$ cat src/rtl/plin_pkg.sv
// Shared types and constants of the piecewise linear interpolator.
// No dependencies; imported by every module of the block.
package plin_pkg;

   localparam int MAX_NODES = 64;
   localparam int IDX_W     = $clog2(MAX_NODES);
   localparam int CNT_W     = $clog2(MAX_NODES + 1);
   localparam int DATA_W    = 32;
   localparam int STEP_W    = $clog2(DATA_W);

   typedef enum logic [1:0] {
      REQ_INSERT = 2'd0,
      REQ_QUERY  = 2'd1,
      REQ_CLEAR  = 2'd2,
      REQ_UNUSED = 2'd3
   } req_kind_type;

   typedef enum logic [2:0] {
      ST_OK      = 3'd0,
      ST_RANGE   = 3'd1,
      ST_INVALID = 3'd2,
      ST_EMPTY   = 3'd3,
      ST_FULL    = 3'd4
   } status_type;

   typedef enum logic [1:0] {
      VAL_ZERO   = 2'd0,
      VAL_NODE   = 2'd1,
      VAL_INTERP = 2'd2
   } val_sel_type;

   typedef enum logic [1:0] {
      RD_IDX    = 2'd0,
      RD_IDX_M1 = 2'd1,
      RD_SH_M1  = 2'd2
   } rd_sel_type;

   typedef struct packed {
      logic        load_req;
      logic        clear_tbl;
      logic        set_dup;
      logic        idx_clr;
      logic        idx_inc;
      logic        sh_load;
      logic        sh_dec;
      logic        rd_en;
      rd_sel_type  rd_sel;
      logic        wr_shift;
      logic        wr_new;
      logic        cap_hi;
      logic        calc;
      logic        mul;
      logic        div_start;
      logic        res_we;
      status_type  res_status;
      val_sel_type res_val;
      logic        out_load;
   } cmd_type;

   typedef struct packed {
      req_kind_type kind;
      logic         empty;
      logic         full;
      logic         dup;
      logic         at_end;
      logic         idx_zero;
      logic         ge;
      logic         eq;
      logic         sh_at_pos;
      logic         div_done;
      logic         out_free;
   } flags_type;

endpackage

$ cat src/rtl/plin_ctrl.sv
// Controller of the interpolator: sequences scan, shift, multiply and divide.
// Depends on plin_pkg; drives the datapath through cmd_type, reads flags_type.
module plin_ctrl (
   input  logic                clock,
   input  logic                reset,
   input  logic                req_valid,
   output logic                req_stall,
   input  plin_pkg::flags_type flg,
   output plin_pkg::cmd_type   cmd
);
   import plin_pkg::*;

   typedef enum logic [3:0] {
      S_IDLE, S_DISPATCH, S_SCAN_RD, S_SCAN_CMP, S_SCAN_END, S_SHIFT_RD, S_SHIFT_WR,
      S_WRITE_NEW, S_LO_CAP, S_MUL, S_DIV_GO, S_DIV_WAIT, S_DONE
   } state_type;

   state_type state_ff, state_in;

   always_ff @(posedge clock) begin
      if (reset) begin
         state_ff <= S_IDLE;
      end else begin
         state_ff <= state_in;
      end
   end

   assign req_stall = (state_ff != S_IDLE);

   always_comb begin
      cmd      = '0;
      state_in = state_ff;
      unique case (state_ff)
         S_IDLE: begin
            if (req_valid) begin
               cmd.load_req = 1'b1;
               state_in     = S_DISPATCH;
            end
         end
         S_DISPATCH: begin
            case (flg.kind)
               REQ_INSERT: begin
                  cmd.idx_clr = 1'b1;
                  state_in    = S_SCAN_RD;
               end
               REQ_QUERY: begin
                  if (flg.empty) begin
                     cmd.res_we     = 1'b1;
                     cmd.res_status = ST_EMPTY;
                     state_in       = S_DONE;
                  end else if (flg.dup) begin
                     cmd.res_we     = 1'b1;
                     cmd.res_status = ST_INVALID;
                     state_in       = S_DONE;
                  end else begin
                     cmd.idx_clr = 1'b1;
                     state_in    = S_SCAN_RD;
                  end
               end
               REQ_CLEAR: begin
                  cmd.clear_tbl  = 1'b1;
                  cmd.res_we     = 1'b1;
                  cmd.res_status = ST_OK;
                  state_in       = S_DONE;
               end
               default: begin
                  cmd.res_we     = 1'b1;
                  cmd.res_status = ST_OK;
                  state_in       = S_DONE;
               end
            endcase
         end
         S_SCAN_RD: begin
            if (flg.at_end) begin
               state_in = S_SCAN_END;
            end else begin
               cmd.rd_en  = 1'b1;
               cmd.rd_sel = RD_IDX;
               state_in   = S_SCAN_CMP;
            end
         end
         S_SCAN_CMP: begin
            if (flg.ge) begin
               state_in = S_SCAN_END;
            end else begin
               cmd.idx_inc = 1'b1;
               state_in    = S_SCAN_RD;
            end
         end
         S_SCAN_END: begin
            cmd.res_we = 1'b1;
            state_in   = S_DONE;
            if (flg.kind == REQ_INSERT) begin
               if (flg.eq) begin
                  cmd.set_dup    = 1'b1;
                  cmd.res_status = ST_INVALID;
               end else if (flg.full) begin
                  cmd.res_status = ST_FULL;
               end else begin
                  cmd.res_we  = 1'b0;
                  cmd.sh_load = 1'b1;
                  state_in    = S_SHIFT_RD;
               end
            end else begin
               if (flg.eq) begin
                  cmd.res_status = ST_OK;
                  cmd.res_val    = VAL_NODE;
               end else if (flg.at_end || flg.idx_zero) begin
                  cmd.res_status = ST_RANGE;
               end else begin
                  // The scanned entry is the upper node; fetch the one below it.
                  cmd.res_we = 1'b0;
                  cmd.cap_hi = 1'b1;
                  cmd.rd_en  = 1'b1;
                  cmd.rd_sel = RD_IDX_M1;
                  state_in   = S_LO_CAP;
               end
            end
         end
         S_SHIFT_RD: begin
            if (flg.sh_at_pos) begin
               state_in = S_WRITE_NEW;
            end else begin
               cmd.rd_en  = 1'b1;
               cmd.rd_sel = RD_SH_M1;
               state_in   = S_SHIFT_WR;
            end
         end
         S_SHIFT_WR: begin
            cmd.wr_shift = 1'b1;
            cmd.sh_dec   = 1'b1;
            state_in     = S_SHIFT_RD;
         end
         S_WRITE_NEW: begin
            cmd.wr_new     = 1'b1;
            cmd.res_we     = 1'b1;
            cmd.res_status = ST_OK;
            state_in       = S_DONE;
         end
         S_LO_CAP: begin
            cmd.calc = 1'b1;
            state_in = S_MUL;
         end
         S_MUL: begin
            cmd.mul  = 1'b1;
            state_in = S_DIV_GO;
         end
         S_DIV_GO: begin
            cmd.div_start = 1'b1;
            state_in      = S_DIV_WAIT;
         end
         S_DIV_WAIT: begin
            if (flg.div_done) begin
               cmd.res_we     = 1'b1;
               cmd.res_status = ST_OK;
               cmd.res_val    = VAL_INTERP;
               state_in       = S_DONE;
            end
         end
         S_DONE: begin
            if (flg.out_free) begin
               cmd.out_load = 1'b1;
               state_in     = S_IDLE;
            end
         end
         default: begin
            state_in = S_IDLE;
         end
      endcase
   end
endmodule

$ cat config.mk
export PLATFORM = sky130hd
export DESIGN_NAME = plin_ctrl
export DESIGN_NICKNAME = d
export VERILOG_FILES = /design/src/rtl/plin_pkg.sv /design/src/rtl/plin_ctrl.sv
export SDC_FILE = /design/constraint.sdc
export NUM_CORES = 1
export LEC_CHECK = 0
export BUFFER_PORTS_ARGS = -buffer_cell sky130_fd_sc_hd__buf_2
export CORE_UTILIZATION = 38
export CTS_CLUSTER_SIZE = 10
export DETAILED_ROUTE_END_ITERATION = 7
export GPL_TIMING_DRIVEN = 0
export PLACE_DENSITY = 0.75
export SLEW_MARGIN = 30
export SYNTH_ARGS = -nofsm -noshare
export SYNTH_HDL_FRONTEND = slang
export SYNTH_SLANG_ARGS = --single-unit
$ cat constraint.sdc
create_clock -name clock -period 1.3 [get_ports clock]
set_input_delay 0.195 -clock clock [delete_from_list [all_inputs] [get_ports clock]]
set_output_delay 0.195 -clock clock [all_outputs]
set_load 0.01 [all_outputs]
==> flow_summary_export.csv, run 1 <==
group,metric,value,unit
synthesis,synth_cells,102,
clocking,cts_buffers,3,
synthesis,ys_warn_count,0,
global_route,grt_util_all_layers,0.6246,
clocking,cts_sinks,4,
sta,worst_endpoint,"cmd[3]",
clocking,cts_root_buf,"clkbuf_4",
floorplan,core.rowCount,14,
clocking,clockBufferDepth,2,
synthesis,seq_area_frac_synth,0.1248,
global_route,grt_overflow,8,
floorplan,die_y,43.10,µm
placed_design,portBuffers,37,
placed_design,dp_hpwl,1.591,mm
status,tool.error,"[ERROR GRT-0232] Routing congestion too high. Check the congestion heatmap in the GUI.",
floorplan,pin_count,39,
synthesis,netlist_area,641.9,µm²
placed_design,gp_congestion,0.9109,
synthesis,async_flop_share,0,
status,stop_stage,"5_1_grt",
sta,worst-ep-kind,"top-level output",
synthesis,synth-edff-count,0,
synthesis,synth_ff_type,"dfxtp_1",
synthesis,syn-mean-instance-area,6.293,µm²
floorplan,die_x,43.10,µm
synthesis,synthDistinctLibCells,39,
status,status,"aborted with a tool error",
global_route,grt_max_degree,11,
synthesis,ys_ff_latch,4,
floorplan,initial_core_util,0.4164,
clocking,htree_levels,1,
synthesis,synth_nets,117,
-- routing by layer --
metal	GRT overflow	global-route usage
met3	0	0.3489
met1	0	0.6496
met2	6	0.8418
met5	0	0
met4	2	0.6303
-- synth_stat cells, drive strengths merged (3+ instances only) --
library cell / instances / area share
inv: 8 / 0.047
nand2: 8 / 0.047
a21oi: 5 / 0.039
clkbuf: 3 / 0.018
nand2b: 4 / 0.039
o21ai: 6 / 0.053
nor3: 12 / 0.12
buf: 6 / 0.055
o32ai: 3 / 0.041
dfxtp: 4 / 0.12
nor2: 16 / 0.094
-- metrics by stage --
stage	worst slack, ns	instance area (µm²)	TNS (ns)	std cells	hold slack [ns]
CTS	-0.5484	1340	-7.940	175	0.1979
detailed placement	-0.3757	884.6	-4.355	155	0.4545
global placement	-0.3924	884.6	-4.306	155	0.4492
floorplan	-0.2338	679.4	-1.282	102	0.3093
-- logic make-up after synthesis --
kind of cell           after synthesis  synth area share
buffers and inverters               17            0.1189
AOI/OAI and AO/OA                   30            0.3373
DFF                                  4            0.1248
and+or+nand+nor                     51            0.4191
-- what timing repair did --
| action | CTS |
|---|---|
| hold buffers | 0 |
| setup endpoints to repair | 28 |
| gates resized for setup | 70 |
| buffers inserted | 18 |
| pin swaps | 8 |
==> run 2, diff against run 1 <==
--- a/config.mk
+++ b/config.mk
@@ -6,11 +6,11 @@
 export NUM_CORES = 1
 export LEC_CHECK = 0
 export BUFFER_PORTS_ARGS = -buffer_cell sky130_fd_sc_hd__buf_2
-export CORE_UTILIZATION = 38
-export CTS_CLUSTER_SIZE = 10
+export CORE_AREA = 2 2 63 65
 export DETAILED_ROUTE_END_ITERATION = 7
+export DIE_AREA = 0 0 65 67
 export GPL_TIMING_DRIVEN = 0
-export PLACE_DENSITY = 0.75
+export PLACE_DENSITY_LB_ADDON = 0.15
 export SLEW_MARGIN = 30
 export SYNTH_ARGS = -nofsm -noshare
 export SYNTH_HDL_FRONTEND = slang
==> constraint.sdc (replaced) <==
create_clock -name clock -period 1.7 [get_ports clock]
set_input_delay 0.255 -clock clock [delete_from_list [all_inputs] [get_ports clock]]
set_output_delay 0.255 -clock clock [all_outputs]
set_load 0.01 [all_outputs]
==> run 2 against run 1 <==
The flow now finishes, with violations (setup timing). Synthesized cell count stayed put. Area after synthesis did not move.
==> flow_summary_export.csv, run 2 <==
group,metric,value,unit
power_and_ir_drop,power_density,1504,nW/µm²
synthesis,syn-mean-instance-area,6.293,µm²
synthesis,yosys.area.top_type,"dfxtp_1",
clocking,cts_buffers,3,
sta,period_needed,1.843,ns
drt,avgViaCountPerCell,4.759,
global_route,antenna_found_initial,0,
layout,syn_to_final_growth,66.67,%
placed_design,gp_congestion,0.8511,
power_and_ir_drop,finalPower,1609,µW
sta,fin_skew,0.002847,ns
worst_hold_path,min_to,"state_ff[3]$_SDFFE_PP0P_",
synthesis,synthDominantCellAreaShare,0.1248,
worst_setup_path,reg2reg_from,"state_ff[1]$_SDFFE_PP0P_",
worst_setup_path,crit_type,"flop to primary output",
synthesis,async_flop_share,0,
worst_setup_path,rrSetupSlack,0.08,ns
power_and_ir_drop,p_clk_frac,0.119,
floorplan,core.rowCount,22,
worst_setup_path,endpoint_kind,"primary output",
clocking,cts_root_buf,"clkbuf_8",
layout,antenna_cells,0,
layout,final_common_cell,"buf_2",
placed_design,dpl-instance-area,887.1,µm²
worst_hold_path,hp-class,"input pin to flop",
sta,setup_tns,-0.8041,ns
layout,multi_input_area,550.5,µm²
synthesis,yosys-top-cells-area,"dfxtp_1 12%, nor2_1 9.4%, nor3_1 7.8%, inv_1 4.7%, nand2_1 4.7%",
drt,vias,928,
status,status,"finished, violations left",
drt,wire_per_inst,13.01,µm
sta,setup_ws,-0.1432,ns
worst_hold_path,worstHoldPathCells,2,
drt,top_layer_used,"met3",
power_and_ir_drop,power_frac_comb,0.732,
synthesis,synth-edff-count,0,
worst_hold_path,min_from,"reset",
synthesis,synth_commonest_cells,"16 x nor2_1, 10 x nor3_1, 8 x inv_1, 8 x nand2_1",
global_route,grt_max_degree,11,
synthesis,ys_warn_count,0,
worst_setup_path,r2r_end,"state_ff[0]$_SDFFE_PP0P_",
status,violations,"setup timing",
global_route,grt_pass1_wl,4.057,mm
drt,wl_met2,1.135,mm
synthesis,synth_ff_type,"dfxtp_1",
clocking,cts_tree,"built",
layout,drive_above_1_share,0.4898,
layout,top_regs,"state_ff x4",
power_and_ir_drop,swShare,0.5011,
worst_setup_path,critPathMaxFanout,5,
layout,fillers,415,
drt,postRouteWirelength,2.536,mm
placed_design,dp_hpwl,1.965,mm
power_and_ir_drop,peakVddDrop,1.030,mV
global_route,grt_overflow,0,
sta,period_share,1.084,
sta,slew_viol_final,0,
placed_design,dp_slack,-0.1055,ns
synthesis,ys_ff_latch,4,
worst_setup_path,r2r_cells,6,
sta,setup_violations,9,
drt,wl_met3,219,µm
clocking,clockBufferDepth,2,
job,max_cap_violations,0,
worst_setup_path,start_kind,"flop",
sta,worst_slew_pin_slew,0.4307,ns
sta,maxSlewHeadroom,0.7098,
layout,fin_nets,164,
global_route,grt_pass1_vias,890,
synthesis,synth_nets,117,
floorplan,die_y,67,µm
drt,met1Wirelength,1.182,mm
layout,layout_common_cells,"37 x buf_2, 13 x nor2_1, 10 x buf_4",
clocking,htree_levels,1,
worst_setup_path,worst_ep_required_time,1.44,ns
drt,antenna_left,0,
clocking,clk_latency,0.21,ns
worst_setup_path,critPathArrivalTime,1.59,ns
sta,hold_violations,0,
synthesis,synth_cells,102,
clocking,cts_sinks,4,
placed_design,portBuffers,37,
floorplan,core_area,3606,µm²
sta,grt_setup_unrepaired,"true",
layout,register_area,92.59,µm²
floorplan,die_area,4355,µm²
synthesis,netlist_area,641.9,µm²
floorplan,die_x,65,µm
global_route,grt_util_all_layers,0.1164,
layout,fin_area,1070,µm²
sta,fmax,542.5,MHz
layout,largest-register,"state_ff",
power_and_ir_drop,p_leak,0.0004866,µW
synthesis,synth_most_common_cell,"nor2_1",
layout,largest_reg_flops,4,
synthesis,synthDistinctLibCells,39,
floorplan,pin_count,39,
drt,first_pass_iters,4,
power_and_ir_drop,internal_power,802.9,µW
floorplan,initial_core_util,0.1780,
synthesis,seq_area_frac_synth,0.1248,
drt,drt_iter0_markers,42,
power_and_ir_drop,p_sw,806.6,µW
clocking,clk_pin_slew,0.03,ns
power_and_ir_drop,share_seq_of_total_power,0.149,
drt,drc,0,
## run 2: worst max path at each step
stage                        startpoint  endpoint  slack (ns)  cells past startpoint
2_1_floorplan  state_ff[0]$_SDFFE_PP0P_   cmd[15]        0.03                      4
3_3_place_gp   state_ff[3]$_SDFFE_PP0P_    cmd[6]        -0.1                      6
3_5_place_dp   state_ff[0]$_SDFFE_PP0P_   cmd[15]       -0.11                      5
4_1_cts        state_ff[0]$_SDFFE_PP0P_   cmd[15]       -0.28                      5
5_1_grt        state_ff[1]$_SDFFE_PP0P_   cmd[15]       -0.22                      4
6_report       state_ff[1]$_SDFFE_PP0P_    cmd[3]       -0.14                      5
## run 2: cells by family after synthesis
logic type,Yosys count,synth area share
flip-flops,4,0.1248
buffers and inverters,17,0.1189
AND/OR/NAND/NOR,51,0.4191
AO/OA/AOI/OAI,30,0.3373
## run 2: repair_timing
| action | 4_1_cts | 5_1_grt |
|---|---|---|
| hold buffers | 0 | 0 |
| resized for setup | 16 | 15 |
| setup endpoints to repair | 17 | 18 |
| pin swaps | 3 | 4 |
| buffers inserted | 6 | 1 |
## run 2: cell type report
class | instances | share of cell area
multi-input combinational | 81 | 0.5146
tap | 48 | 0.05614
buffer | 7 | 0.04211
timing repair buffer | 44 | 0.2339
clock buffer | 3 | 0.03860
sequential | 4 | 0.08655
inverter | 8 | 0.02807
## run 2: worst max-delay path, cell delays in order, from the launching register on
cell and delay [ns]:
dfxtp_4 0.35, or4b_4 0.57, nor3_1 0.16, a31oi_1 0.07, nor2_1 0.10, buf_2 0.14
## run 2: stage by stage
stage	hold slack [ns]	cells	util
floorplan	0.3693	102	-
global placement	0.5205	187	0.2460
detailed placement	0.5181	187	0.2460
CTS	0.2844	195	0.2831
global route	0.2822	195	0.2967
finish	0.2915	195	0.2967
## run 2: routing by layer
metal,up-vias,GRT usage
met5,-,0
met4,0,0.007979
met3,0,0.03041
met2,31,0.1843
met1,425,0.1641
li1,472,-
## run 2: power by group through the flow
stage	registers [µW]	clock network, µW	logic, µW
after global placement	208	0	1010
after CTS	211	200	1140
after global routing	247	214	1300
after floorplan	185	0	699
after detailed placement	205	0	1000
final	240	191	1180
Note: power is estimated with default switching activity, not from simulation.
==> run 3, diff against run 2 <==
--- a/config.mk
+++ b/config.mk
@@ -6,11 +6,11 @@
 export NUM_CORES = 1
 export LEC_CHECK = 0
 export BUFFER_PORTS_ARGS = -buffer_cell sky130_fd_sc_hd__buf_2
-export CORE_AREA = 2 2 63 65
+export CORE_AREA = 3 3 64 66
 export DETAILED_ROUTE_END_ITERATION = 7
-export DIE_AREA = 0 0 65 67
-export GPL_TIMING_DRIVEN = 0
-export PLACE_DENSITY_LB_ADDON = 0.15
+export DIE_AREA = 0 0 67 69
+export GPL_TIMING_DRIVEN = 1
+export PLACE_DENSITY = 0.41
 export SLEW_MARGIN = 30
 export SYNTH_ARGS = -nofsm -noshare
 export SYNTH_HDL_FRONTEND = slang
==> run 3 against run 2 <==
The flow still finishes with violations (setup timing). Cell count increased by 6.7%. Hold slack gained 0.00080 ns. Clock-buffer cell count unchanged. Power is 17% higher. Worst setup slack better by 0.027 ns. Non-clock buffer count up 13. Flip-flop and latch count is the same. Register-to-register slack better by 0.06 ns. Critical path depth is 1 lower. Largest cell class unchanged.
==> flow_summary_export.csv, run 3 (synthesis gave the netlist of run 2 again) <==
group,metric,value,unit
power_and_ir_drop,p_clk_frac,0.105,
layout,syn_to_final_growth,85.77,%
sta,period_needed,1.816,ns
power_and_ir_drop,swShare,0.4567,
clocking,clk_pin_slew,0.03,ns
worst_setup_path,critPathArrivalTime,1.56,ns
worst_hold_path,hp-class,"input pin to flop",
clocking,clk_latency,0.22,ns
worst_setup_path,start_kind,"flop",
clocking,cts_buffers,3,
layout,layout_common_cells,"36 x buf_2, 21 x buf_4, 14 x nor2_1",
placed_design,dp_slack,0.04726,ns
layout,fillers,409,
sta,setup_ws,-0.1158,ns
drt,avgViaCountPerCell,4.779,
floorplan,core_area,3633,µm²
layout,largest-register,"state_ff",
placed_design,placed_cells,196,
job,max_cap_violations,0,
layout,top_regs,"state_ff x4",
power_and_ir_drop,finalPower,1884,µW
power_and_ir_drop,p_sw,860.7,µW
floorplan,core.rowCount,22,
worst_hold_path,worstHoldPathCells,2,
worst_setup_path,critPathMaxFanout,6,
global_route,grt_pass1_wl,4.222,mm
layout,stdcell_count,208,
sta,setup_violations,8,
clocking,cts_tree,"built",
sta,worst_slew_pin_slew,0.4806,ns
drt,wire_per_inst,12.53,µm
floorplan,die_x,67,µm
layout,drive_above_1_share,0.5188,
placed_design,gp_congestion,0.8241,
global_route,grt_overflow,0,
power_and_ir_drop,peakVddDrop,0.8067,mV
sta,fmax,550.7,MHz
power_and_ir_drop,power_frac_comb,0.807,
clocking,cts_sinks,4,
sta,slew_viol_final,0,
power_and_ir_drop,share_seq_of_total_power,0.089,
floorplan,pin_count,39,
power_and_ir_drop,internal_power,1024,µW
worst_setup_path,rrSetupSlack,0.14,ns
worst_setup_path,endpoint_kind,"primary output",
sta,setup_tns,-0.5809,ns
drt,postRouteWirelength,2.606,mm
layout,final_common_cell,"buf_2",
floorplan,die_area,4623,µm²
drt,antenna_left,0,
worst_setup_path,worstSetupStartpoint,"state_ff[0]$_SDFFE_PP0P_",
sta,grt_setup_unrepaired,"true",
layout,fin_nets,177,
global_route,grt_max_degree,14,
global_route,grt_pass1_vias,963,
sta,hold_violations,0,
drt,drt_iter0_markers,49,
sta,period_share,1.068,
global_route,grt_util_all_layers,0.1130,
drt,drc,0,
sta,whs,0.2923,ns
worst_setup_path,r2r_cells,6,
sta,fin_skew,0.001403,ns
drt,first_pass_iters,4,
clocking,clockBufferDepth,2,
clocking,htree_levels,1,
worst_setup_path,reg2reg_from,"state_ff[0]$_SDFFE_PP0P_",
status,status,"finished, violations left",
floorplan,die_y,69,µm
floorplan,initial_core_util,0.1767,
worst_hold_path,min_from,"reset",
worst_setup_path,worst_ep_required_time,1.44,ns
layout,largest_reg_flops,4,
layout,antenna_cells,0,
placed_design,portBuffers,38,
power_and_ir_drop,power_density,1580,nW/µm²
clocking,cts_root_buf,"clkbuf_8",
drt,vias,994,
worst_setup_path,crit_type,"flop to primary output",
status,violations,"setup timing",
sta,maxSlewHeadroom,0.6762,
placed_design,dp_hpwl,2.029,mm
global_route,antenna_found_initial,0,
power_and_ir_drop,p_leak,0.0005579,µW
==> run 3: final cells by class <==
class                      count  area [µm²]  share of cell area
clock buffer                   3       41.29             0.03463
inverter                       8       30.03             0.02518
multi-input combinational     81       559.3              0.4690
sequential                     4       81.33             0.06821
tap                           48       60.06             0.05037
timing repair buffer          64       420.4              0.3526
==> run 3: per-stage QoR <==
step | cell area (µm²) | util
5_1_grt | 1192 | 0.3282
2_1_floorplan | 641.9 | -
3_5_place_dp | 973.4 | 0.2679
6_report | 1192 | 0.3282
3_3_place_gp | 973.4 | 0.2679
4_1_cts | 1071 | 0.2948
==> run 3: repair_timing <==
item                                    in CTS  in global routing
buffers inserted                             1                  9
pin swaps                                    4                  7
endpoints found under the setup margin      10                 13
resized for setup                           10                 17
hold buffers                                 0                  0
==> run 3: final timing paths <==
kind | endpoint
max | cmd[5]
min | state_ff[1]$_SDFFE_PP0P_
max reg2reg | state_ff[0]$_SDFFE_PP0P_
min reg2reg | state_ff[1]$_SDFFE_PP0P_
==> run 3: power groups by stage <==
stage	combinational (µW)	clock, µW	sequential [µW]
floorplan	699	0	185
global placement	1250	0	158
detailed placement	1240	0	158
CTS	1310	205	161
global route	1660	215	172
finish	1520	197	167
==> run 3: layer usage <==
layer	wire length [µm]	vias to the layer above	GRT usage
met5	0	-	0
li1	-	497	-
met3	203	2	0.03257
met2	1204	29	0.1692
met1	1187	466	0.1562
met4	10	0	0.02928
==> run 3: critical path, cell delays in order (launching register included) <==
cell     delay, ns
dfxtp_1       0.30
or4b_4        0.60
buf_4         0.17
nor3_2        0.13
buf_2         0.15
